<file path="src/hdl/i2cmts_pkg.sv">
// shared types, request codes and beat layouts of the i2c master transaction sequencer
package i2cmts_pkg;

   // sequencer phases
   typedef enum logic [4:0] {
      PH_IDLE    = 5'd0,
      PH_START_W = 5'd1,
      PH_START_R = 5'd2,
      PH_ADDRW   = 5'd3,
      PH_WORD    = 5'd4,
      PH_DATA    = 5'd5,
      PH_ADDRR   = 5'd6,
      PH_RX_PRE  = 5'd7,
      PH_RX_WAIT = 5'd8,
      PH_RX_POST = 5'd9,
      PH_RX_BITS = 5'd10,
      PH_MACK    = 5'd11,
      PH_MNACK   = 5'd12,
      PH_STOP    = 5'd13
   } phase_type;

   // request kinds carried on req_tuser
   localparam logic [2:0] REQ_NONE       = 3'd0;
   localparam logic [2:0] REQ_COMMAND    = 3'd1;
   localparam logic [2:0] REQ_WRITE_BYTE = 3'd2;
   localparam logic [2:0] REQ_WRITE_BLK  = 3'd3;
   localparam logic [2:0] REQ_READ_BYTE  = 3'd4;
   localparam logic [2:0] REQ_READ_BLK   = 3'd5;
   localparam logic [2:0] REQ_READ_CUR   = 3'd6;

   localparam int TIMEOUT_W       = 20;
   localparam logic [TIMEOUT_W-1:0] TIMEOUT_RESET = 20'd333333;

   // request tdata layout
   localparam int REQ_TDATA_W     = 40;
   localparam int REQ_DEV_LSB     = 0;
   localparam int REQ_WORD_LSB    = 7;
   localparam int REQ_TX_LSB      = 15;
   localparam int REQ_LEN_LSB     = 23;
   localparam int REQ_STRETCH_BIT = 31;
   localparam int REQ_SDA_BIT     = 32;
   localparam int REQ_SCL_BIT     = 33;

   // response tdata layout
   localparam int RSP_TDATA_W     = 16;
   localparam int RSP_SCL_BIT     = 0;
   localparam int RSP_SDA_BIT     = 1;
   localparam int RSP_BUSY_BIT    = 2;
   localparam int RSP_RXB_LSB     = 3;
   localparam int RSP_RXV_BIT     = 11;
   localparam int RSP_TAKEN_BIT   = 12;
   localparam int RSP_DONE_BIT    = 13;

endpackage

</file>
<file path="src/hdl/i2c_master_transaction_sequencer.sv">
// top level of the i2c master transaction sequencer
//
// usage: every request beat is one 3 us bus tick. req_tuser carries the request
// kind (ignored unless the sequencer is idle), req_tdata the transaction fields
// and the sampled sda/scl levels. each accepted request beat yields exactly one
// response beat with the two open-drain pin drives, busy, received byte with its
// valid mark (rsp_tlast marks the final byte of a read), tx_taken and done.
// csr_* writes the 20-bit clock stretch timeout, always ready; the user must
// write it only while idle, which the block itself does not enforce.
// the response register holds the result of the last accepted tick. throughput:
// one tick per cycle while responses are taken, set by the single pass of the
// phase logic from the state registers into the response register. the next tick
// is accepted while a finished response is being taken.
//
// reset: phase idle, lines released, counters cleared, timeout 333333,
// response channel empty.
// stall: when rsp_tready is low with a response pending, req_tready drops and
// the sequencer state is frozen until the response beat is taken.
module i2c_master_transaction_sequencer
   import i2cmts_pkg::*;
#(
   parameter int STRETCH_COUNT_BITS = 20
) (
   input  logic                      clock,
   input  logic                      reset,
   // request channel
   input  logic                      req_tvalid,
   output logic                      req_tready,
   // dev_addr[6:0], word_addr[14:7], tx_byte[22:15], length[30:23],
   // stretch_enable[31], sda_in[32], scl_in[33], zero pad[39:34]
   input  logic [REQ_TDATA_W-1:0]    req_tdata,
   // req_type[2:0]
   input  logic [2:0]                req_tuser,
   // response channel
   output logic                      rsp_tvalid,
   input  logic                      rsp_tready,
   // scl_release[0], sda_release[1], busy_res[2], rx_byte[10:3], rx_valid[11],
   // tx_taken[12], done_res[13], zero pad[15:14]
   output logic [RSP_TDATA_W-1:0]    rsp_tdata,
   // rx_last
   output logic                      rsp_tlast,
   // stretch timeout register write
   input  logic                      csr_valid,
   output logic                      csr_ready,
   input  logic [TIMEOUT_W-1:0]      csr_data
);

   localparam int CMP_W = (STRETCH_COUNT_BITS > TIMEOUT_W) ? STRETCH_COUNT_BITS : TIMEOUT_W;

   // sequencer state
   phase_type                     phase_ff, phase_in;
   logic [2:0]                    tick_ff, tick_in;
   logic [3:0]                    bit_count_ff, bit_count_in;
   logic [7:0]                    shift_ff, shift_in;
   logic [7:0]                    byte_count_ff, byte_count_in;
   logic [2:0]                    held_kind_ff, held_kind_in;
   logic [6:0]                    held_dev_ff, held_dev_in;
   logic [7:0]                    held_word_ff, held_word_in;
   logic [7:0]                    held_length_ff, held_length_in;
   logic                          held_stretch_ff, held_stretch_in;
   logic [STRETCH_COUNT_BITS-1:0] stretch_count_ff, stretch_count_in;
   logic [1:0]                    pin_drive_ff, pin_drive_in;
   logic [TIMEOUT_W-1:0]          timeout_ff;

   // response register
   logic                          rsp_valid_ff;
   logic [RSP_TDATA_W-1:0]        rsp_data_ff, rsp_data_in;
   logic                          rsp_last_ff, rsp_last_in;

   logic req_fire;

   assign req_tready = !rsp_valid_ff || rsp_tready;
   assign req_fire   = req_tvalid && req_tready;
   assign csr_ready  = 1'b1;
   assign rsp_tvalid = rsp_valid_ff;
   assign rsp_tdata  = rsp_data_ff;
   assign rsp_tlast  = rsp_last_ff;

   // one tick of the bus sequencer
   always_comb begin
      logic       scl, sda, busy, rxv, rxl, taken, done;
      logic [7:0] rxb;
      logic [7:0] rlen;
      logic [2:0] t;
      logic       sda_in, scl_in;

      sda_in = req_tdata[REQ_SDA_BIT];
      scl_in = req_tdata[REQ_SCL_BIT];

      phase_in         = phase_ff;
      tick_in          = tick_ff;
      bit_count_in     = bit_count_ff;
      shift_in         = shift_ff;
      byte_count_in    = byte_count_ff;
      held_kind_in     = held_kind_ff;
      held_dev_in      = held_dev_ff;
      held_word_in     = held_word_ff;
      held_length_in   = held_length_ff;
      held_stretch_in  = held_stretch_ff;
      stretch_count_in = stretch_count_ff;

      scl   = 1'b1;
      sda   = 1'b1;
      busy  = 1'b0;
      rxv   = 1'b0;
      rxl   = 1'b0;
      rxb   = 8'd0;
      taken = 1'b0;
      done  = 1'b0;

      // new transaction, only taken while idle
      if (phase_ff == PH_IDLE && req_tuser >= REQ_COMMAND && req_tuser <= REQ_READ_CUR) begin
         held_kind_in    = req_tuser;
         held_dev_in     = req_tdata[REQ_DEV_LSB +: 7];
         held_word_in    = req_tdata[REQ_WORD_LSB +: 8];
         held_length_in  = req_tdata[REQ_LEN_LSB +: 8];
         held_stretch_in = (req_tuser == REQ_READ_CUR) && req_tdata[REQ_STRETCH_BIT];
         byte_count_in   = 8'd0;
         phase_in        = (req_tuser == REQ_READ_CUR) ? PH_START_R : PH_START_W;
         tick_in         = 3'd0;
         bit_count_in    = 4'd0;
      end

      t    = tick_in;
      busy = (phase_in != PH_IDLE);
      rlen = (held_kind_in == REQ_READ_BYTE || held_length_in == 8'd0) ? 8'd1 : held_length_in;

      case (phase_in)
         PH_START_W, PH_START_R: begin
            if (t < 3'd2) begin
               scl = pin_drive_ff[1];
               sda = 1'b1;
            end else if (t < 3'd4) begin
               scl = 1'b1;
               sda = 1'b1;
            end else if (t < 3'd6) begin
               scl = 1'b1;
               sda = 1'b0;
            end else begin
               scl = 1'b0;
               sda = 1'b0;
            end
            if (t == 3'd7) begin
               phase_in     = (phase_in == PH_START_W) ? PH_ADDRW : PH_ADDRR;
               tick_in      = 3'd0;
               bit_count_in = 4'd0;
            end else begin
               tick_in = t + 3'd1;
            end
         end
         PH_ADDRW, PH_WORD, PH_DATA, PH_ADDRR: begin
            if (bit_count_in < 4'd8) begin
               // load the byte on the first tick of its first bit
               if (bit_count_in == 4'd0 && t == 3'd0) begin
                  case (phase_in)
                     PH_ADDRW: shift_in = {held_dev_in, 1'b0};
                     PH_WORD:  shift_in = held_word_in;
                     PH_DATA: begin
                        shift_in = req_tdata[REQ_TX_LSB +: 8];
                        taken    = 1'b1;
                     end
                     default:  shift_in = {held_dev_in, 1'b1};
                  endcase
               end
               sda = shift_in[7];
               scl = (t == 3'd1 || t == 3'd2);
               if (t >= 3'd3) begin
                  shift_in     = {shift_in[6:0], 1'b0};
                  tick_in      = 3'd0;
                  bit_count_in = bit_count_in + 4'd1;
               end else begin
                  tick_in = t + 3'd1;
               end
            end else begin
               // tail tick, then the unchecked slave acknowledge
               if (t == 3'd0) begin
                  scl = 1'b0;
                  sda = pin_drive_ff[0];
               end else begin
                  sda = 1'b1;
                  scl = (t == 3'd3 || t == 3'd4);
               end
               if (t >= 3'd6) begin
                  tick_in      = 3'd0;
                  bit_count_in = 4'd0;
                  case (phase_in)
                     PH_ADDRW:
                        phase_in = (held_kind_in == REQ_COMMAND) ? PH_DATA : PH_WORD;
                     PH_WORD: begin
                        if (held_kind_in == REQ_WRITE_BYTE)
                           phase_in = PH_DATA;
                        else if (held_kind_in == REQ_WRITE_BLK)
                           phase_in = (held_length_in != 8'd0) ? PH_DATA : PH_STOP;
                        else
                           phase_in = PH_START_R;
                     end
                     PH_DATA: begin
                        if (held_kind_in == REQ_WRITE_BLK) begin
                           byte_count_in = byte_count_in + 8'd1;
                           phase_in = (byte_count_in < held_length_in) ? PH_DATA : PH_STOP;
                        end else begin
                           phase_in = PH_STOP;
                        end
                     end
                     default:
                        phase_in = held_stretch_in ? PH_RX_PRE : PH_RX_BITS;
                  endcase
               end else begin
                  tick_in = t + 3'd1;
               end
            end
         end
         PH_RX_PRE: begin
            if (t >= 3'd1) begin
               stretch_count_in = '0;
               phase_in         = PH_RX_WAIT;
               tick_in          = 3'd0;
               bit_count_in     = 4'd0;
            end else begin
               tick_in = t + 3'd1;
            end
         end
         PH_RX_WAIT: begin
            // wait for the slave to let scl go, or give up at the timeout
            if (scl_in || CMP_W'(stretch_count_in) >= CMP_W'(timeout_ff)) begin
               phase_in     = PH_RX_POST;
               tick_in      = 3'd0;
               bit_count_in = 4'd0;
            end else if (stretch_count_in != '1) begin
               stretch_count_in = stretch_count_in + 1'b1;
            end
         end
         PH_RX_POST: begin
            if (t >= 3'd1) begin
               phase_in     = PH_RX_BITS;
               tick_in      = 3'd0;
               bit_count_in = 4'd0;
            end else begin
               tick_in = t + 3'd1;
            end
         end
         PH_RX_BITS: begin
            scl = (t < 3'd2);
            if (t == 3'd1) begin
               shift_in = {shift_in[6:0], sda_in};
               if (bit_count_in >= 4'd7) begin
                  rxv = 1'b1;
                  rxb = shift_in;
                  rxl = ({1'b0, byte_count_in} + 9'd1) >= {1'b0, rlen};
               end
            end
            if (t >= 3'd3) begin
               if (bit_count_in >= 4'd7) begin
                  byte_count_in = byte_count_in + 8'd1;
                  phase_in      = (byte_count_in >= rlen) ? PH_MNACK : PH_MACK;
                  tick_in       = 3'd0;
                  bit_count_in  = 4'd0;
               end else begin
                  bit_count_in = bit_count_in + 4'd1;
                  tick_in      = 3'd0;
               end
            end else begin
               tick_in = t + 3'd1;
            end
         end
         PH_MACK: begin
            if (t < 3'd6) begin
               sda = 1'b0;
               scl = (t == 3'd2 || t == 3'd3);
            end else begin
               sda = 1'b1;
               scl = 1'b0;
            end
            if (t >= 3'd6) begin
               phase_in     = held_stretch_in ? PH_RX_PRE : PH_RX_BITS;
               tick_in      = 3'd0;
               bit_count_in = 4'd0;
            end else begin
               tick_in = t + 3'd1;
            end
         end
         PH_MNACK: begin
            sda = 1'b1;
            scl = (t == 3'd2 || t == 3'd3);
            if (t >= 3'd5) begin
               phase_in     = PH_STOP;
               tick_in      = 3'd0;
               bit_count_in = 4'd0;
            end else begin
               tick_in = t + 3'd1;
            end
         end
         PH_STOP: begin
            if (t < 3'd2) begin
               scl = 1'b0;
               sda = 1'b0;
            end else if (t < 3'd4) begin
               scl = 1'b1;
               sda = 1'b0;
            end else begin
               scl = 1'b1;
               sda = 1'b1;
            end
            if (t >= 3'd5) begin
               done         = 1'b1;
               phase_in     = PH_IDLE;
               tick_in      = 3'd0;
               bit_count_in = 4'd0;
            end else begin
               tick_in = t + 3'd1;
            end
         end
         default: begin
            // idle, or a code that means nothing: fall back to idle
            if (phase_in != PH_IDLE) begin
               phase_in     = PH_IDLE;
               tick_in      = 3'd0;
               bit_count_in = 4'd0;
            end
            busy = 1'b0;
         end
      endcase

      pin_drive_in = {scl, sda};

      rsp_data_in                      = '0;
      rsp_data_in[RSP_SCL_BIT]         = scl;
      rsp_data_in[RSP_SDA_BIT]         = sda;
      rsp_data_in[RSP_BUSY_BIT]        = busy;
      rsp_data_in[RSP_RXB_LSB +: 8]    = rxb;
      rsp_data_in[RSP_RXV_BIT]         = rxv;
      rsp_data_in[RSP_TAKEN_BIT]       = taken;
      rsp_data_in[RSP_DONE_BIT]        = done;
      rsp_last_in                      = rxl;
   end

   // state advances once per accepted tick
   always_ff @(posedge clock) begin
      if (reset) begin
         phase_ff         <= PH_IDLE;
         tick_ff          <= '0;
         bit_count_ff     <= '0;
         shift_ff         <= '0;
         byte_count_ff    <= '0;
         held_kind_ff     <= '0;
         held_dev_ff      <= '0;
         held_word_ff     <= '0;
         held_length_ff   <= '0;
         held_stretch_ff  <= 1'b0;
         stretch_count_ff <= '0;
         pin_drive_ff     <= 2'b11;
      end else if (req_fire) begin
         phase_ff         <= phase_in;
         tick_ff          <= tick_in;
         bit_count_ff     <= bit_count_in;
         shift_ff         <= shift_in;
         byte_count_ff    <= byte_count_in;
         held_kind_ff     <= held_kind_in;
         held_dev_ff      <= held_dev_in;
         held_word_ff     <= held_word_in;
         held_length_ff   <= held_length_in;
         held_stretch_ff  <= held_stretch_in;
         stretch_count_ff <= stretch_count_in;
         pin_drive_ff     <= pin_drive_in;
      end
   end

   // stretch timeout register
   always_ff @(posedge clock) begin
      if (reset) begin
         timeout_ff <= TIMEOUT_RESET;
      end else if (csr_valid && csr_ready) begin
         timeout_ff <= csr_data;
      end
   end

   // response register
   always_ff @(posedge clock) begin
      if (reset) begin
         rsp_valid_ff <= 1'b0;
      end else if (req_fire) begin
         rsp_valid_ff <= 1'b1;
      end else if (rsp_tready) begin
         rsp_valid_ff <= 1'b0;
      end
   end

   always_ff @(posedge clock) begin
      if (req_fire) begin
         rsp_data_ff <= rsp_data_in;
         rsp_last_ff <= rsp_last_in;
      end
   end

endmodule

</file>
<file path="config.mk">
export PLATFORM = sky130hd
export DESIGN_NAME = i2c_master_transaction_sequencer
export DESIGN_NICKNAME = d
export VERILOG_FILES = /design/src/hdl/i2cmts_pkg.sv /design/src/hdl/i2c_master_transaction_sequencer.sv
export SDC_FILE = /design/constraint.sdc
export NUM_CORES = 1
export LEC_CHECK = 0
export ABC_AREA = 1
export BUFFER_PORTS_ARGS = -buffer_cell sky130_fd_sc_hd__buf_2
export CORE_MARGIN = 2
export CORE_UTILIZATION = 35
export DETAILED_ROUTE_END_ITERATION = 12
export PLACE_DENSITY = 0.54
export SYNTH_ARGS = -nofsm -noshare
export SYNTH_HDL_FRONTEND = slang
export SYNTH_SLANG_ARGS = --single-unit
</file>
<file path="constraint.sdc">
create_clock -name clock -period 7.8 [get_ports clock]
set_clock_uncertainty 0.2 [all_clocks]
set_input_delay 0 -clock clock [delete_from_list [all_inputs] [get_ports clock]]
set_output_delay 0 -clock clock [all_outputs]
set_load 0.01 [all_outputs]
</file>
# [Yosys cells after proc, flatten, opt, wreduce, memory -nomap -nowiden]
# Cells that the tools add are included.
[op_classes] addsub=5 n_lt_le_gt_ge=15 eq_ne=29 n_mux=92 reduce_logical=31
[ops] op="$mux 8" count=14
[ops] op="$mux 4" count=17
[ops] op="$mux 5" count=13
[ops] op="$mux 20" count=3
[ops] op="$pmux 5 s9" count=1
[ops] op="$pmux 20 s2" count=1
[ops] op="$mux 3" count=12
[ops] op="$pmux 8 s2" count=2
[ops] op="$eq 5x4->1 const B" count=6
[ops] op="$pmux 4 s7" count=1
[ops] op="$pmux 8 s3" count=1
[ops] op="$mux 1" count=21
[ops] op="$pmux 3 s7" count=1
[ops] op="$add 20x1->20 const B" count=1
[ops] op="$eq 5x3->1 const B" count=4
[ops] op="$ge 20x20->1" count=1
[ops] op="$ne 20x20->1 const B" count=1
[ops] op="$reduce_or 13->1" count=1
[ops] op="$eq 3x2->1 const B" count=4
[ops] op="$eq 3x3->1 const B" count=4
[ops] op="$pmux 4 s3" count=1
[ops] op="$eq 5x2->1 const B" count=2
[ops] op="$ne 2x2->1 const B" count=5
[ops] op="$add 8x1->9 const B" count=1
[ops] op="36 further kinds" count=54
[word_totals] regBits=113 inputBits=68 wordCells=193

# [Longest topological paths before layout]
[logic_depth] word_depth=12 depth_mapped=26 mapped_depth_nobuf=25

# [Least setup slack after synthesis]
# No wires, ideal clock.
[synth_timing] path_type="register to register" from="register phase_ff[4]" to="register phase_ff[0]" setup_time_ns=0.137 arrival_time_ns=3.141 required_ns=7.463 slack_ns=4.322 stages_incl_launch_ff=24 period_less_slack_ns=3.478 cell_sequence="dfxtp_1 > nor3_2 > nand2_1 > nor2_2 > clkbuf_1 > nor2_1 > ha_1 > nand4_1 > nor2_1 > nand2_1 > xor2_1 > inv_1 > ha_1 > nand2_1 > nor2_1 > nand4_1 > nand3_1 > nand3_1 > nand3_1 > nand2_1 > nor2_1 > nand3_1 > o21ai_0 > a21oi_1"
[synth_between] elab_chain_cells=12 elab_cells_between_ends=63 classes_between="add/sub (1); order compare (7); eq/ne (18); mux (29); reduce/logical (8)"
[synth_lines] element="start: declaration" line="i2c_master_transaction_sequencer.sv:51" text="phase_type phase_ff, phase_in;"
[synth_lines] element="start signal: assignment" line="i2c_master_transaction_sequencer.sv:353" text="phase_ff <= phase_in;"
[synth_lines] element="branches (longest 11 deep; another with $add 8x1->8)"
[synth_lines] element="$pmux 5 s9 *" line="i2c_master_transaction_sequencer.sv:128" text="case (phase_in)"
# Mark *: on every way between the ends.
# A chain may end at the register's enable or synchronous reset.

# [Worst setup path in the final report]
# Same ends and word-level chain as after synthesis.

==> impl_metrics.csv <==
group,metric,value,unit
sta,fin_crit,4.15,ns
synthesis,syn_area,0.00821,mm²
placement,dp_hpwl,16900,µm
floorplan,num_rows,56,
critical_path,slowest_delay,0.59,ns
critical_path,path_class,"flip-flop to flip-flop",
synthesis,ys_warn_count,0,
cells_and_area,n_antenna_cell,0,
drt,drt-total-wl,24500,µm
critical_path,crit_buf_inv,2,
clocking,clockBufferDepth,2,
sta,setup_viol,0,
floorplan,die_h,157,µm
grt,grt_usage,0.201,
min_path,hold_end,"shift_ff[5]$_SDFFE_PP0P_",
cells_and_area,final_nets,1493,
critical_path,critical-path-top-delay-family,"simple AND/OR/NAND/NOR gates",
sta,fmax,0.241,GHz
floorplan,start_util,0.353,
grt,grt_max_degree,66,
outcome,status,"finished, final reports clean",
clocking,cts-buffers-inserted,17,
critical_path,worstPathRequired,7.88,ns
min_path,min_from,"req_tdata[19]",
critical_path,cp.arrival,4.23,ns
synthesis,avgSynthCellArea,6.57,µm²
synthesis,synthTopCellsByArea,"dfxtp_1, nand2_1, inv_1",
drt,drc,0,
synthesis,synth_top_area_share,0.239,
synthesis,synth_cell_types,48,
synthesis,synth_edf_count,15,
synthesis,postSynthCellCount,1250,
synthesis,synth-main-ff-cell,"dfxtp_1",
synthesis,ys_async_sr_fraction,0,
grt,overflow,0,
sta,hold_viol_final,0,
synthesis,synth.most_common_cell,"nand2_1",
sta,drv_slew,0,
floorplan,io_pins,88,
pwr,finalPower,1790,µW
critical_path,cpMaxStageDelayCell,"a32oi_1",
synthesis,yosys-top-cells-count,"nand2_1, inv_1, a21oi_1",
floorplan,die_w,157,µm
critical_path,reg2regPathDepth,21,
cells_and_area,drive_gt1_frac,0.129,
clocking,cts_tree,"built",
critical_path,worst_setup_path_end_kind,"flip-flop",
synthesis,ys_seq_elements,113,
placement,routabilityCongestion,0.884,
clocking,cts_num_sinks,113,
critical_path,cp-start-kind,"flip-flop",
grt,grt_pass1_wl,39200,µm
clocking,clk-insertion-delay-late,0.43,ns
sta,tightestPinTransition,1.10,ns
placement,numPortBuffers,78,
clocking,cts-root-buf,"clkbuf_16",
sta,fin_crit_sh,0.532,
job,cap_violations,0,
drt,vias,8357,
critical_path,rrSetupSlack,3.65,ns
clocking,cts_resized,0,
sta,rsz0062_at_grt,"no",
pwr,max-vdd-ir-drop,0.111,mV
grt,grt_pass1_vias,7701,
drt,drt_iter0_markers,574,
sta,fin_tns_setup,0,ns
critical_path,r2r-end,"phase_ff[0]$_SDFFE_PP0P_",
pwr,leakagePower,0.00475,µW
clocking,clk_pin_slew,0.06,ns
min_path,hold_depth,7,
drt,via_per_inst,4.88,
pwr,power_density,177,mW/mm²
critical_path,cp_cell_sequence,"nor3_2 -> nand2_1 -> nor2_2 -> buf_4 -> nand2_1 -> nand2_1 -> inv_1 -> a32oi_1 -> nand2_1 -> ha_1 -> nand2_1 -> nor2_1 -> nand4_1 -> nand3_1 -> nand3_1 -> nand3_1 -> nand2_1 -> nor2_1 -> nand3_1 -> o21ai_0 -> a21oi_1",
synthesis,ys_seq_area_frac,0.294,
drt,ant_nets,0,
min_path,holdCritPathClass,"primary input to flip-flop",
drt,wl_per_cell,14.3,µm
critical_path,r2r-start,"phase_ff[4]$_SDFFE_PP0P_",
sta,max_slew_margin,0.266,
floorplan,die_area,0.0247,mm²
critical_path,path_max_fanout,35,
floorplan,core-area,0.0233,mm²
clocking,htree_levels,4,
cells_and_area,areaGrowthSynthToFinish,23.2,%
grt,antenna_found_initial,0,
critical_path,worst_path_most_repeated_cell,"nand2_1",
synthesis,yosysTopAreaCell,"dfxtp_1",
drt,first_pass_iters,4,
worst max path at each step:
stage,from,end,slack (ns),depth (start not counted)
2_1_floorplan,phase_ff[4]$_SDFFE_PP0P_,phase_ff[0]$_SDFFE_PP0P_,4.32,23
3_3_place_gp,phase_ff[4]$_SDFFE_PP0P_,phase_ff[0]$_SDFFE_PP0P_,3.65,21
3_5_place_dp,phase_ff[4]$_SDFFE_PP0P_,phase_ff[0]$_SDFFE_PP0P_,3.60,21
4_1_cts,phase_ff[4]$_SDFFE_PP0P_,phase_ff[0]$_SDFFE_PP0P_,3.58,21
5_1_grt,phase_ff[4]$_SDFFE_PP0P_,phase_ff[0]$_SDFFE_PP0P_,3.22,21
6_report,phase_ff[4]$_SDFFE_PP0P_,phase_ff[0]$_SDFFE_PP0P_,3.65,21
registers in the layout, summed over array words and instances (netlist names):
register,count
stretch_count_ff,20
timeout_ff,20
rsp_tdata,14
byte_count_ff,8
held_length_ff,8
held_word_ff,8
shift_ff,8
held_dev_ff,7
phase_ff,5
bit_count_ff,4
held_kind_ff,3
tick_ff,3
pin_drive_ff,2
held_stretch_ff,1
rsp_tlast,1
rsp_tvalid,1
where the power goes:
| part | internal [µW] | leakage (µW) | switching [µW] |
|---|---|---|---|
| sequential | 625 | 0.000954 | 14.8 |
| combinational | 136 | 0.00352 | 244 |
| clock | 470 | 0.000281 | 305 |
worst register-to-register path: stages (launching register included):
cell     delay [ns]
dfxtp_1        0.37
nor3_2         0.32
nand2_1        0.11
nor2_2         0.09
buf_4          0.33
nand2_1        0.10
nand2_1        0.13
inv_1          0.08
a32oi_1        0.59
nand2_1        0.12
ha_1           0.32
nand2_1        0.07
nor2_1         0.13
nand4_1        0.09
nand3_1        0.17
nand3_1        0.18
nand3_1        0.13
nand2_1        0.05
nor2_1         0.08
nand3_1        0.07
o21ai_0        0.18
a21oi_1        0.08
metal layers:
metal  track usage  wire length (µm)  vias up
met5             0                 0        -
met4        0.0584               328        0
met3        0.0366              1040       28
met2         0.329             11300      179
met1         0.268             11800     3775
li1              -                 -     4375
logic make-up after synthesis:
family / Yosys count / share of synthesized area
flops: 113 / 0.294
fa+ha+maj: 45 / 0.0686
xor+xnor: 24 / 0.0256
simple gates: 546 / 0.301
compound gates: 274 / 0.188
mux: 2 / 0.00244
buf+inv: 244 / 0.120
other cells: 2 / 0.000914
stage by stage:
stage	cell area, µm²	utilization	hold slack, ns	std cells	worst slack [ns]
floorplan	8220	-	-0.0777	1251	4.32
global placement	8800	0.378	0.0176	1605	3.65
detailed placement	8800	0.378	0.0224	1605	3.60
CTS	10100	0.435	0.00428	1712	3.58
global route	10100	0.435	0.0751	1712	3.22
finish	10100	0.435	0.0192	1712	3.65
placed cells by master, fill, tap and decap left out, types with 26 or more instances in the layout:
| cell | instances |
|---|---|
| nand2_1 | 273 |
| inv_1 | 182 |
| a21oi_1 | 115 |
| dfxtp_1 | 98 |
| nor2_1 | 97 |
| o21ai_0 | 95 |
| nand3_1 | 88 |
| buf_2 | 78 |
| dlygate4sd3_1 | 75 |
| ha_1 | 45 |
| nand4_1 | 29 |
| o211ai_1 | 26 |
layout make-up:
| class | instances | area (µm²) |
|---|---|---|
| Sequential cell | 113 | 2410 |
| Clock inverter | 13 | 136 |
| Multi-Input combinational cell | 894 | 4820 |
| Timing Repair Buffer | 158 | 1180 |
| Tap cell | 319 | 399 |
| Fill cell | 2465 | 13100 |
| Clock buffer | 19 | 433 |
| Inverter | 196 | 741 |
repair_timing:
item                                   CTS  global route
endpoints found under the hold margin   63             0
setup buffers                            0             0
hold buffers                            75             0
No activity file was read; power rests on OpenSTA's default activity.
